$ cat config.mk
export PLATFORM = sky130hd
export DESIGN_NAME = ewzr_mul
export DESIGN_NICKNAME = d
export VERILOG_FILES = /design/src/rtl/ewma_zscore_rate_anomaly_unit_defines.svh /design/src/rtl/ewzr_pkg.sv /design/src/rtl/ewzr_mul.sv
export SDC_FILE = /design/constraint.sdc
export NUM_CORES = 2
export LEC_CHECK = 0
export ABC_AREA = 1
export CAP_MARGIN = 0
export CORE_ASPECT_RATIO = 0.5
export CORE_MARGIN = 1.5
export CORE_UTILIZATION = 55
export CTS_CLUSTER_SIZE = 28
export DETAILED_ROUTE_END_ITERATION = 6
export DONT_BUFFER_PORTS = 1
export PLACE_DENSITY = 0.79
export SLEW_MARGIN = 15
export SYNTH_ARGS = -nofsm -noshare
export SYNTH_HDL_FRONTEND = slang
export SYNTH_SLANG_ARGS = --single-unit
$ cat constraint.sdc
create_clock -name clk -period 7.6 [get_ports clk]
set_clock_uncertainty 0.15 [all_clocks]
set_input_delay 1.52 -clock clk [delete_from_list [all_inputs] [get_ports clk]]
set_output_delay 1.52 -clock clk [all_outputs]
set_load 0.03 [all_outputs]
$ cat src/rtl/ewma_zscore_rate_anomaly_unit_defines.svh
// Assertion macros shared by the anomaly unit RTL.
`ifndef EWMA_ZSCORE_RATE_ANOMALY_UNIT_DEFINES_SVH
`define EWMA_ZSCORE_RATE_ANOMALY_UNIT_DEFINES_SVH
`ifndef SYNTHESIS
`define EWZR_ASSERT_IMPL(lbl, ante, cons) \
	lbl: assert property (@(posedge clk) disable iff (!arst_n) (ante) |-> (cons)) \
		else $error("ewzr check failed");
`define EWZR_ASSERT_NEXT(lbl, ante, cons) \
	lbl: assert property (@(posedge clk) disable iff (!arst_n) (ante) |=> (cons)) \
		else $error("ewzr check failed");
`else
`define EWZR_ASSERT_IMPL(lbl, ante, cons)
`define EWZR_ASSERT_NEXT(lbl, ante, cons)
`endif
`endif

$ cat src/rtl/ewzr_pkg.sv
// Types and constants of the EWMA z-score anomaly unit.
`timescale 1ns / 1ps
package ewzr_pkg;
	localparam int METRICS = 3;
	localparam logic [1:0] LAST_METRIC = 2'd2;
	localparam logic [1:0] METRIC_NONE = 2'd3;
	localparam int MUL_A_W = 33;
	localparam int MUL_B_W = 32;
	localparam int MUL_P_W = MUL_A_W + MUL_B_W;
	localparam logic [47:0] VAR_MAX = 48'hFFFF_FFFF_FFFF;

	localparam logic [1:0] REG_ALPHA = 2'd0;
	localparam logic [1:0] REG_MIN_WINDOWS = 2'd1;
	localparam logic [1:0] REG_WINDOW_SECS = 2'd2;
	localparam logic [1:0] REG_Z_THRESHOLD = 2'd3;

	typedef struct packed {
		logic [15:0] alpha;
		logic [7:0]  learn_wins;
		logic [31:0] win_len;
		logic [15:0] z_thr;
	} cfg_t;
endpackage

$ cat src/rtl/ewzr_mul.sv
// Shared 33x32 unsigned multiplier with a registered product.
`timescale 1ns / 1ps
module ewzr_mul (
	input  logic                          clk,
	input  logic                          en,
	input  logic [ewzr_pkg::MUL_A_W-1:0]  a,
	input  logic [ewzr_pkg::MUL_B_W-1:0]  b,
	output logic [ewzr_pkg::MUL_P_W-1:0]  p
);
	import ewzr_pkg::*;

	logic [MUL_P_W-1:0] p_q;

	always_ff @(posedge clk) begin
		if (en) begin
			p_q <= MUL_P_W'(a) * MUL_P_W'(b);
		end
	end

	assign p = p_q;
endmodule

# Word level (Yosys, flattened, before mapping)
# Cells that the tools add are included.
# word_totals
ff_bits	65
inputBits	67
output_inout_bits	65
elab_cells	2
# op_classes
multipliers	1
# op_table
op	count
33-bit by 32-bit multiplier with 65-bit output	1

# Depth between registers and ports, before layout
# depth
word_depth	1
depth_mapped	31
depth_no_buf	29

# Worst setup path before layout
# Ideal clock, no wire load.
# synth_path
path_type	input to register
start	input port b[8] (netlist name)
end	register p_q[63] (netlist: p[63]) (data pin)
setup_ns	0.252
arrival_time_ns	7.439
required_time_ns	7.198
setup_slack_ns	-0.241
path_stages	27
path_buffers	2
cell_sequence	clkbuf_1 -> clkbuf_1 -> nand2_1 -> fa_1 -> inv_1 -> fa_1 -> fa_1 -> inv_1 -> fa_1 -> inv_1 -> fa_1 -> fa_1 -> fa_1 -> inv_1 -> fa_1 -> inv_1 -> ha_1 -> nand2_1 -> inv_1 -> a21oi_1 -> nand2_1 -> nand2_1 -> nand2_1 -> a21oi_1 -> nand2_1 -> nand2_1 -> nand2_1
# synth_via
elab_chain_len	1
# synth_lines
item	line	rtl
start, declared	ewzr_mul.sv:7	input logic [ewzr_pkg::MUL_B_W-1:0] b,
33-bit by 32-bit multiplier with 65-bit output	ewzr_mul.sv:16	p_q <= MUL_P_W'(a) * MUL_P_W'(b);
end signal, assigned	ewzr_mul.sv:16	
end, declared	ewzr_mul.sv:12	logic [MUL_P_W-1:0] p_q;
# No other way between the ends.
# A chain may end at the register's enable or synchronous reset.

# Final worst setup path
# layout_path
start	input port a[12] (netlist name)
end	register p_q[35] (netlist: p[35]) (data pin)
# layout_via
elab_chain_len	1
# layout_lines
item	line	rtl
start, declared	ewzr_mul.sv:6	input logic [ewzr_pkg::MUL_A_W-1:0] a,
33-bit by 32-bit multiplier with 65-bit output	ewzr_mul.sv:16	
# No other way between the ends.

==> flow_metrics.py <==
metrics = {
    "setup_path": {
        "worstPathRequired_ns": 7.55,
        "crit_type": "input port to flop",
        "cp.arrival_ns": 7.43,
        "cp-start-kind": "input port",
        "crit_fanout": 32,
        "worst_setup_path_end_kind": "flop",
    },
    "timing": {
        "slew_headroom_pct": 69.3,
        "fin_crit_sh_pct": 98.5,
        "rsz0062_at_grt": "yes",
        "holdWs_ns": 1.13,
        "timing.final.ws_setup_ns": 0.113,
        "hold_viol": 0,
        "tightest_slew_ns": 0.461,
        "finalSetupViolations": 0,
        "final_max_slew_viol_count": 0,
        "min_period_ns": 7.49,
        "fmax_mhz": 134,
    },
    "global_routing": {
        "grt_usage_pct": 32.7,
        "grt_pass1_wl_um": 180000,
        "grt_pass1_vias": 33500,
        "antenna_found_initial": 1,
        "overflow": 0,
        "grt_max_degree": 66,
    },
    "clocking": {
        "clkSlewWorstSetupHoldPaths_ns": 0.06,
        "ctsHoldBuffers": 0,
        "htreeDepth": 3,
        "cts_made_buffers": 9,
        "ctsRootBufferMaster": "clkbuf_16",
        "tritoncts": "yes",
        "cts.sinks": 65,
        "clock_path_buffers": 2,
    },
    "final_layout": {
        "multi_input_area_um2": 30200,
        "final_cell_mix": "inv_1 (1673), nand2_1 (1574), fa_1 (897)",
        "antenna_cells": 0,
        "regArea_um2": 1950,
        "stdcell_area_um2": 40500,
        "fin_nets": 6203,
        "largest_reg_flops": 65,
        "drive_gt1_share_pct": 5.33,
        "fin_cells": 5896,
        "syn_to_final_growth_pct": 4.48,
        "nFillCells": 5958,
        "final_common_cell": "inv_1",
    },
    "worst_hold_path": {
        "hold_class": "input port to flop",
        "holdPathStages": 0,
    },
    "synth": {
        "ys_ff_latch": 65,
        "synth-simple-area-share_pct": 18.5,
        "synth_xor_area_share_pct": 0.813,
        "synth-compound-area-share_pct": 0.733,
        "yosysSeqAreaShare_pct": 5.03,
        "netlist.area_leader.share_pct": 47.8,
        "synth_nets": 6352,
        "syn_area_per_cell_um2": 7.61,
        "yosysTopAreaCell": "fa_1",
        "synthMuxAreaShare_pct": 0,
        "synth_top_family_by_area": "adder cells",
        "netlist_area_um2": 38800,
        "synth_fa_ha_area_share_pct": 56.3,
        "yosysWarnings": 0,
        "synth.area.top_cells": "fa_1 (48%), inv_1 (16%), nand2_1 (16%)",
        "syn_inst": 5095,
        "synth.distinct_cells": 27,
    },
    "floorplanning": {
        "core.rowCount": 68,
        "die_y_um": 191,
        "die_w_um": 378,
        "start_util_pct": 55.9,
        "core_area_um2": 69300,
        "die-area_um2": 72200,
        "io_pins": 132,
    },
    "placement": {
        "port-buffer-count": 0,
        "place_area_um2": 39600,
        "dpl.hpwl_um": 92000,
        "post-place-cells": 5876,
        "place_ws_ns": -0.415,
        "gp_congestion": 0.982,
    },
    "detailed_routing": {
        "drc": 0,
        "drt_iter0_drc": 3317,
        "dr.pass1.iters": 6,
        "num_vias": 31100,
        "drt-total-wl_um": 112000,
        "ant_nets": 0,
        "avgViaCountPerCell": 5.27,
        "routedWlPerCell_um": 19.0,
    },
    "outcome": {
        "outcome": "complete, no violations",
    },
    "job": {
        "maxCapViolCount": 0,
    },
}
## critical path: stages
cell	delay (ns)
nand2_8	0.07
inv_4	0.03
fa_1	0.54
inv_2	0.04
fa_1	0.48
fa_1	0.51
fa_1	0.53
inv_2	0.04
fa_1	0.56
fa_1	0.45
fa_2	0.62
inv_2	0.06
fa_2	0.62
inv_2	0.06
ha_4	0.29
nand2_4	0.11
inv_2	0.04
nand2_2	0.06
nand2_2	0.06
a21oi_2	0.17
buf_4	0.15
nor2_2	0.03
nor2_1	0.11
nand2_1	0.07
xor2_1	0.18
## Yosys cell counts, drive strengths merged
master     n
inv     1691
nand2   1626
fa       926
ha       264
clkbuf   226
nor2     116
edfxtp    65
nand3     61
a21oi     41
xor2      32
nor3      15
nand4     13
o21bai     8
xnor2      4
o21ai      3
and3       1
buf        1
clkinv     1
nor4       1
## routing by layer
| metal | share of wire (%) | track usage [%] | routed length [um] |
|---|---|---|---|
| met1 | 38 | 44.0 | 42700 |
| met2 | 44 | 49.8 | 49200 |
| met3 | 15 | 12.0 | 17000 |
| met4 | 2.5 | 8.73 | 2800 |
| met5 | 0.065 | 0.943 | 73 |
## logic make-up after synthesis
kind of cell,Yosys count
buffers and inverters,1919
and+or+nand+nor,1833
adders and majority gates,1190
DFF,65
AOI/OAI and AO/OA,52
xor gates and xnor gates,36
## cell type report
cell class / count / area share, %
Clock buffer: 10 / 0.565
Clock inverter: 6 / 0.179
Inverter: 1692 / 15.7
Multi-Input combinational cell: 3111 / 74.6
Sequential cell: 65 / 4.82
Tap cell: 945 / 2.92
Timing Repair Buffer: 67 / 1.24
## worst paths after layout
path / startpoint / to / slack (ns)
setup / recovery: a[12] / p[35] / 0.11
hold / removal: en / p[23] / 1.13
## per-stage QoR
stage	TNS [ns]	utilization, %
finish	0	58.4
global route	-0.379	58.4
CTS	0	57.6
detailed placement	-10.55	57.1
global placement	-7.35	57.1
floorplan	0	-
## timing repair
item                       CTS  global route
setup endpoints to repair    3            43
pin swaps                    0            45
setup buffers                0             4
resized for setup            3           159
Power is left out: the tool's default activity adds up to more than one toggle a clock period on the data nets, which glitch-free logic cannot reach.
