### src/rtl/ewma_zscore_rate_anomaly_unit_defines.svh
// Assertion macros shared by the anomaly unit RTL.
`ifndef EWMA_ZSCORE_RATE_ANOMALY_UNIT_DEFINES_SVH
`define EWMA_ZSCORE_RATE_ANOMALY_UNIT_DEFINES_SVH
`ifndef SYNTHESIS
`define EWZR_ASSERT_IMPL(lbl, ante, cons) \
	lbl: assert property (@(posedge clk) disable iff (!arst_n) (ante) |-> (cons)) \
		else $error("ewzr check failed");
`define EWZR_ASSERT_NEXT(lbl, ante, cons) \
	lbl: assert property (@(posedge clk) disable iff (!arst_n) (ante) |=> (cons)) \
		else $error("ewzr check failed");
`else
`define EWZR_ASSERT_IMPL(lbl, ante, cons)
`define EWZR_ASSERT_NEXT(lbl, ante, cons)
`endif
`endif

### src/rtl/ewzr_pkg.sv
// Types and constants of the EWMA z-score anomaly unit.
`timescale 1ns / 1ps
package ewzr_pkg;
	localparam int METRICS = 3;
	localparam logic [1:0] LAST_METRIC = 2'd2;
	localparam logic [1:0] METRIC_NONE = 2'd3;
	localparam int MUL_A_W = 33;
	localparam int MUL_B_W = 32;
	localparam int MUL_P_W = MUL_A_W + MUL_B_W;
	localparam logic [47:0] VAR_MAX = 48'hFFFF_FFFF_FFFF;

	localparam logic [1:0] REG_ALPHA = 2'd0;
	localparam logic [1:0] REG_MIN_WINDOWS = 2'd1;
	localparam logic [1:0] REG_WINDOW_SECS = 2'd2;
	localparam logic [1:0] REG_Z_THRESHOLD = 2'd3;

	typedef struct packed {
		logic [15:0] alpha;
		logic [7:0]  learn_wins;
		logic [31:0] win_len;
		logic [15:0] z_thr;
	} cfg_t;
endpackage

### src/rtl/ewzr_cfg.sv
// Configuration register file behind the APB-style port.
`timescale 1ns / 1ps
module ewzr_cfg (
	input  logic               clk,
	input  logic               arst_n,
	input  logic               psel,
	input  logic               penable,
	input  logic               pwrite,
	input  logic [3:0]         paddr,
	input  logic [31:0]        pwdata,
	output logic [31:0]        prdata,
	output logic               pready,
	output ewzr_pkg::cfg_t     cfg
);
	import ewzr_pkg::*;

	cfg_t cfg_q;
	logic wr_en;

	assign pready = 1'b1;
	assign wr_en = psel && penable && pwrite && pready;
	assign cfg = cfg_q;

	always_ff @(posedge clk or negedge arst_n) begin
		if (!arst_n) begin
			cfg_q.alpha <= 16'd19661;
			cfg_q.learn_wins <= 8'd5;
			cfg_q.win_len <= 32'd60;
			cfg_q.z_thr <= 16'd768;
		end else if (wr_en) begin
			case (paddr[3:2])
				REG_ALPHA: cfg_q.alpha <= pwdata[15:0];
				REG_MIN_WINDOWS: cfg_q.learn_wins <= pwdata[7:0];
				REG_WINDOW_SECS: cfg_q.win_len <= pwdata;
				REG_Z_THRESHOLD: cfg_q.z_thr <= pwdata[15:0];
				default: ;
			endcase
		end
	end

	always_comb begin
		case (paddr[3:2])
			REG_ALPHA: prdata = {16'd0, cfg_q.alpha};
			REG_MIN_WINDOWS: prdata = {24'd0, cfg_q.learn_wins};
			REG_WINDOW_SECS: prdata = cfg_q.win_len;
			REG_Z_THRESHOLD: prdata = {16'd0, cfg_q.z_thr};
			default: prdata = 32'd0;
		endcase
	end
endmodule

### config.mk
export PLATFORM = sky130hd
export DESIGN_NAME = ewzr_cfg
export DESIGN_NICKNAME = d
export VERILOG_FILES = /design/src/rtl/ewma_zscore_rate_anomaly_unit_defines.svh /design/src/rtl/ewzr_pkg.sv /design/src/rtl/ewzr_cfg.sv
export SDC_FILE = /design/constraint.sdc
export NUM_CORES = 1
export LEC_CHECK = 0
export BUFFER_PORTS_ARGS = -buffer_cell sky130_fd_sc_hd__buf_2
export CAP_MARGIN = 25
export CORE_UTILIZATION = 51
export DETAILED_ROUTE_END_ITERATION = 10
export PLACE_DENSITY_LB_ADDON = 0.2
export SYNTH_ARGS = -nofsm -noshare
export SYNTH_HDL_FRONTEND = slang
export SYNTH_SLANG_ARGS = --single-unit
### constraint.sdc
create_clock -name clk -period 1.3 [get_ports clk]
set_input_delay 0.065 -clock clk [delete_from_list [all_inputs] [get_ports clk]]
set_output_delay 0.065 -clock clk [all_outputs]
set_load 0.1 [all_outputs]
==> results summary, run 1 <==
The flow did not finish. The number of setup buffers added after CTS came out at 16. For this design the top-level I/O count stands at 146. The placed cell area came out at 5310 um^2. The count of port buffers added during placement is 142. The area of the mapped netlist is 3290 um^2.

The half-perimeter wire length after detailed placement is 6630 um. The synthesized area per cell came out at 15.4 um^2. The number of standard-cell rows in the floorplan came out at 28.

The fraction of synthesized cell area in xor and xnor cells is 0%. The count of warnings emitted by yosys came out at 0. Once placement completed, the tool counted placed cells totaling 441. The TritonCTS buffer count is 9. The simple-gate portion of the synthesized area came out at 6.55%. The number of instances in the synthesized netlist is 214. Routability-driven placement finished with a final weighted congestion of 0.766. It got as far as 4_1_cts and failed there. The share of synthesized cell area in full adder, half adder and majority cells came out at 0%.

The number of gates resized after CTS was 25. The post-synth net total is 255. The maximum number of buffers from clock root to sink is 2. The tree is rooted in a sky130_fd_sc_hd__clkbuf_8. The number of register bits inferred by synthesis came out at 72. From left edge to right edge, the die measures 82.3 um. The initial utilization of the core area, before any placement, comes to 54.2%. The dominant combinational cell family by area after synthesis is multiplexers. The number of hold buffers added after CTS came out at 29.

The sequential element share of the synthesized area is 55.4%. The tool reported: "[ERROR DPL-0033] detailed placement checks failed during check placement". The floorplan step set the die height to 82.3 um. The number of H-tree branching levels came out at 3. The number of unique standard cell types used by synthesis is 21. The proportion of synthesized area in mux cells came out at 33.5%. The number of clock sinks seen by CTS is 72. The compound-gate portion of the synthesized area came out at 1.22%.
[cells in the mapped netlist]
cell | number | area, um^2
sky130_fd_sc_hd__buf_4 | 2 | 15.0
sky130_fd_sc_hd__mux2_1 | 2 | 22.5
sky130_fd_sc_hd__mux2_4 | 8 | 120
sky130_fd_sc_hd__mux2_2 | 62 | 698
sky130_fd_sc_hd__buf_2 | 3 | 15.0
sky130_fd_sc_hd__and2b_1 | 1 | 7.51
sky130_fd_sc_hd__dfrtp_1 | 56 | 1400
sky130_fd_sc_hd__clkbuf_1 | 2 | 7.51
sky130_fd_sc_hd__dfstp_2 | 16 | 420
sky130_fd_sc_hd__nor3b_4 | 1 | 18.8
sky130_fd_sc_hd__nand2_1 | 9 | 33.8
sky130_fd_sc_hd__nor2_2 | 1 | 6.26
sky130_fd_sc_hd__conb_1 | 1 | 3.75
sky130_fd_sc_hd__mux2i_1 | 8 | 80.1
sky130_fd_sc_hd__o21ai_0 | 8 | 40.0
sky130_fd_sc_hd__mux4_2 | 8 | 180
sky130_fd_sc_hd__and2_1 | 17 | 106
sky130_fd_sc_hd__nand3_4 | 1 | 17.5
sky130_fd_sc_hd__nor3_4 | 1 | 16.3
sky130_fd_sc_hd__or3b_1 | 1 | 8.76
sky130_fd_sc_hd__buf_6 | 6 | 67.6
[metrics by stage]
step	setup TNS, ps	setup WS (ps)	hold WS (ps)
2_1_floorplan	-2550	-256	-231
3_3_place_gp	-153	-39.7	115
3_5_place_dp	-838	-116	116
[logic make-up after synthesis]
| family | Yosys count |
|---|---|
| other | 1 |
| buffers and inverters | 13 |
| flip-flops | 72 |
| multiplexers | 88 |
| AND/OR/NAND/NOR | 32 |
| AO/OA/AOI/OAI | 8 |
==> run 2: changes to the inputs <==
- CORE_UTILIZATION: 51 -> 40
- PLACE_DENSITY_LB_ADDON: 0.2 -> 0.15
==> run 2 against run 1 <==
Effect of this change:
- the flow now finishes, with violations (setup timing)
- synthesized cell count unchanged
- synthesized area unchanged
==> results summary, run 2 <==
The worst-path cell with the longest stage delay is sky130_fd_sc_hd__dfrtp_4. The category of the worst setup path launch point is a flop. The maximum fanout encountered on the critical timing path came out at 3. Traced cell by cell, the critical path runs through mux4_2 > buf_6. The data arrival time of the critical path came out at 1500 ps.

Dividing the final minimum period by the clock period gives 121%. The initial antenna violation count is 0. The clock tree from TritonCTS is yes. The checks that failed: setup timing.

The number of nets in the layout is 465. The via count of the first global-routing pass is 2706. The clock tree root driver cell is sky130_fd_sc_hd__clkbuf_8. The final setup violation count came out at 19. The share of cells above drive strength 1 came out at 88.3%. Setup repair after global routing could not meet its margin everywhere.

The max capacitance violation total came out at 0. The fraction of post-synthesis cell area in the top cell type by area is 42.6%. The largest net degree at the start of global routing is 66.

The delay of the slowest critical-path stage came out at 490 ps. The number of diodes added for antenna fixing is 0. The total length of routed wires is 9060 um. The area added between synthesis and finish came out at 85.2%.

The flow ran to the end, but the final reports show violations. The worst setup skew after layout is 0 ps. The starting utilization of the core area is 41.9%. The floorplan step defined a die boundary enclosing 8580 um^2.

The later-pin clock latency in the skew report is 340 ps. Detailed routing inserted a total of 2587 vias. Ranked by total cell area, the synthesized netlist is headed by sky130_fd_sc_hd__dfrtp_1 (43%), sky130_fd_sc_hd__mux2_2 (21%), sky130_fd_sc_hd__dfstp_2 (13%), sky130_fd_sc_hd__mux4_2 (5.5%), sky130_fd_sc_hd__mux2_4 (3.7%). The length of the first detailed-routing pass in iterations is 4.

The sequential element share of the synthesized area is 55.4%. Timing would allow up to 638 MHz. After synthesis, the mean cell area works out to 15.4 um^2.

The number of standard-cell rows in the floorplan is 32. The antenna violation net count after detailed routing came out at 0. After clock tree synthesis, the clock-pin slew on the worst setup and hold paths is 80 ps. The final number of hold-violating endpoints was 0. For this run, asynchronously set or reset flops after synthesis account for 100%.

Port buffering added 142 buffers. In the final routed layout, each cell accounts on average for 17.1 um. The number of instances in the synthesized netlist came out at 214.

The clock net in this run drives a total of 72 sinks. The shortest period the worst path allows is 1570 ps. Summing all non-filler instances in the final layout gives an area of 6090 um^2. The flip-flop count of the largest register after layout is 72. The half-perimeter wire length after detailed placement is 6330 um. The number of vias per cell after detailed routing is 4.87. The placed cell area came out at 5320 um^2. The number of different library cells used by synthesis comes to 21. Leaving out fill and tap cells, the most frequent cell in the layout is sky130_fd_sc_hd__buf_2. The setup path with the least slack is of type reg -> out. The number of register bits inferred by synthesis came out at 72.

The first-pass GRT wire length is 14500 um. STA classifies the critical path endpoint as a primary output. The final routed DRC violation total came out at 0. The width of the die came out at 92.7 um.

The worst endpoint required time came out at 1240 ps. Routability-driven placement finished with a final weighted congestion of 0.703. In this run the worst hold path is classified as in -> reg. The leakage power of the design came out at 2.66 nW. The clock tree synthesis step divided the H-tree into 3 levels.

Yosys mapped a number of flops with a built-in enable equal to 0. The vertical die dimension is 92.7 um. The count of warnings emitted by yosys came out at 0. The TritonCTS buffer count came out at 9.

The worst-case vdd ir drop is 1.59 mV. In the layout the commonest cells are sky130_fd_sc_hd__buf_2 (85), sky130_fd_sc_hd__mux2_2 (62), sky130_fd_sc_hd__buf_12 (52). The most common cell in the synthesized netlist is sky130_fd_sc_hd__mux2_2. The top-level port count came out at 146.

The utilization of the core after routing came out at 77.6%. The max-slew violation total from the final report is 0. The clock passes through at most 2 buffers. In the synthesized netlist, the cells that appear most often are sky130_fd_sc_hd__mux2_2 (62), sky130_fd_sc_hd__dfrtp_1 (56), sky130_fd_sc_hd__and2_1 (17). The commonest register cell after synthesis is sky130_fd_sc_hd__dfrtp_1. The post-synth net total came out at 255. The number of DRC markers in iteration 0 came out at 60. The worst setup margin came out at -268 ps. The sum of overflow across all layers after global routing is 0. The top cell type by total area after synthesis is sky130_fd_sc_hd__dfrtp_1. In this run the power density over the cells is 2320 nW/um^2. The total track usage is 22.3%. The area of the mapped netlist is 3290 um^2. The floorplan core area is 7850 um^2.
run 2: cell counts after synthesis:
Identical to the previous run, type by type.
run 2: area by class of cell:
cell class                      count  area (um^2)
Clock buffer                        9          124
Clock inverter                      7          110
Fill cell                         488         1760
Multi-Input combinational cell    129         1590
Sequential cell                    72         1970
Tap cell                          102          128
Timing Repair Buffer              212         2160
run 2: through the flow:
step	setup TNS [ps]	worst slack, ps	instances	total power [mW]	hold slack, ps
finish	-2620	-268	531	14.1	19.9
global route	-3470	-298	531	14.5	5.53
CTS	-3020	-286	528	14.1	3.93
detailed placement	-924	-65.3	465	11.7	-65.7
global placement	-115	-20.0	465	11.6	-73.5
floorplan	-2550	-256	214	9.59	-231
run 2: what timing repair did:
item                                    in CTS  in global routing
endpoints found under the hold margin      116                  0
pin swaps                                    8                  0
gates resized for setup                     17                 13
gates cloned                                 0                  0
hold buffers                                31                  0
buffers inserted                            16                  7
endpoints found under the setup margin      34                 38
run 2: routing by layer:
metal | track usage [%] | wire length (um) | vias to the layer above
met2 | 37.7 | 4640 | 95
li1 | - | - | 1188
met4 | 7.95 | 121 | 0
met3 | 3.78 | 438 | 11
met1 | 29.0 | 3860 | 1293
met5 | 0 | 0 | -
run 2: cells by family after synthesis:
| group | synth area share [%] |
|---|---|
| compound gates | 1.22 |
| buf+inv | 3.20 |
| flops | 55.4 |
| mux | 33.5 |
| other cells | 0.114 |
| simple gates | 6.55 |
run 2: critical path, delay by kind of cell (launching register included):
family / cells / cell delay (ps)
buffers and inverters: 1 / 200
muxes: 1 / 480
DFF: 1 / 490
run 2: worst paths after layout:
check | startpoint | end | slack (ps) | cells past startpoint
setup / recovery | cfg[1] | prdata[1] | -270 | 2
hold / removal | pwdata[0] | cfg[0] | 20 | 2
setup reg to reg | cfg[18] | cfg[18] | 140 | 4
hold reg to reg | cfg[34] | cfg[34] | 530 | 1
max in group asynchronous | arst_n | cfg[9] | 530 | 3
min in group asynchronous | arst_n | cfg[7] | 110 | 2
run 2: power breakdown:
part / leakage, nW / internal [mW] / switching (mW) / total [mW]
registers: 0.801 / 3.03 / 0.474 / 3.50
clock network: 0.114 / 1.26 / 0.808 / 2.07
logic: 1.74 / 2.46 / 6.08 / 8.54
total: 2.66 / 6.74 / 7.36 / 14.1
No activity file was read; power rests on OpenSTA's default activity.
==> run 3: changes to the inputs <==
- CORE_UTILIZATION: 40 -> 51
==> run 3 against run 2 <==
Effect of this change:
- the flow now stops in 4_1_cts
- synthesized cell count unchanged
- synthesized area unchanged
==> results summary, run 3 <==
The Yosys step of the flow raised 0 warnings. The run stopped with a tool error. The first error in the log reads "[ERROR DPL-0033] detailed placement checks failed during check placement". sky130_fd_sc_hd__dfrtp_1 takes more of the synthesized area than any other cell.

The number of instances in the synthesized netlist is 214. By instance count, the leading cell after synthesis is sky130_fd_sc_hd__mux2_2. In this run the post-CTS setup repair buffer count came out at 14. The starting utilization of the core area is 54.2%. Routability-driven placement finished with a final weighted congestion of 0.770. Sorting the synthesized cells by area gives the leading types as sky130_fd_sc_hd__dfrtp_1 (43%), sky130_fd_sc_hd__mux2_2 (21%), sky130_fd_sc_hd__dfstp_2 (13%), sky130_fd_sc_hd__mux4_2 (5.5%), sky130_fd_sc_hd__mux2_4 (3.7%).

The number of H-tree branching levels is 3. The number of clock sinks seen by CTS is 72. The synthesized netlist contains 21 unique library cells. The fraction of registers with async set or reset after synthesis came out at 100%. The TritonCTS buffer count came out at 9. The number of hold buffers added after CTS came out at 28. From bottom edge to top edge, the die measures 82.3 um.

The longest clock path from root to sink contains 2 buffers. The half-perimeter wire length after detailed placement is 6570 um. In the synthesized netlist the dominant register cell turns out to be sky130_fd_sc_hd__dfrtp_1. The sequential element share of the synthesized area came out at 55.4%. The synthesized area per cell came out at 15.4 um^2. Port buffering added 142 buffers.

The number of flops mapped to enable cells by yosys came out at 0. The stage where the run came to a stop is 4_1_cts. The top-level port count came out at 146. In this run the clock root is driven by a sky130_fd_sc_hd__clkbuf_8.

The width of the die came out at 82.3 um. Once the clock tree was built, the resizer swapped 22 gates to a different size. The number of standard-cell rows in the floorplan is 28. The area of the mapped netlist is 3290 um^2. The post-synth net total came out at 255. The fraction of post-synthesis cell area in the top cell type by area came out at 42.6%. The number of register bits inferred by synthesis is 72.

The commonest cells after synthesis are sky130_fd_sc_hd__mux2_2 (62), sky130_fd_sc_hd__dfrtp_1 (56), sky130_fd_sc_hd__and2_1 (17).
## run 3: cell counts after synthesis
No cell type changed its count.
## run 3: stage by stage
stage / area, um^2 / std cells / worst slack, ps / hold slack (ps) / TNS [ps]
after global placement: 5300 / 438 / -23.9 / 117 / -160
after floorplan: 3670 / 214 / -256 / -231 / -2550
after detailed placement: 5300 / 438 / -71.4 / 121 / -489
## run 3: cells by family after synthesis
kind of cell           synth area share [%]
AOI/OAI and AO/OA                      1.22
buffers and inverters                  3.20
DFF                                    55.4
muxes                                  33.5
other                                 0.114
and+or+nand+nor                        6.55
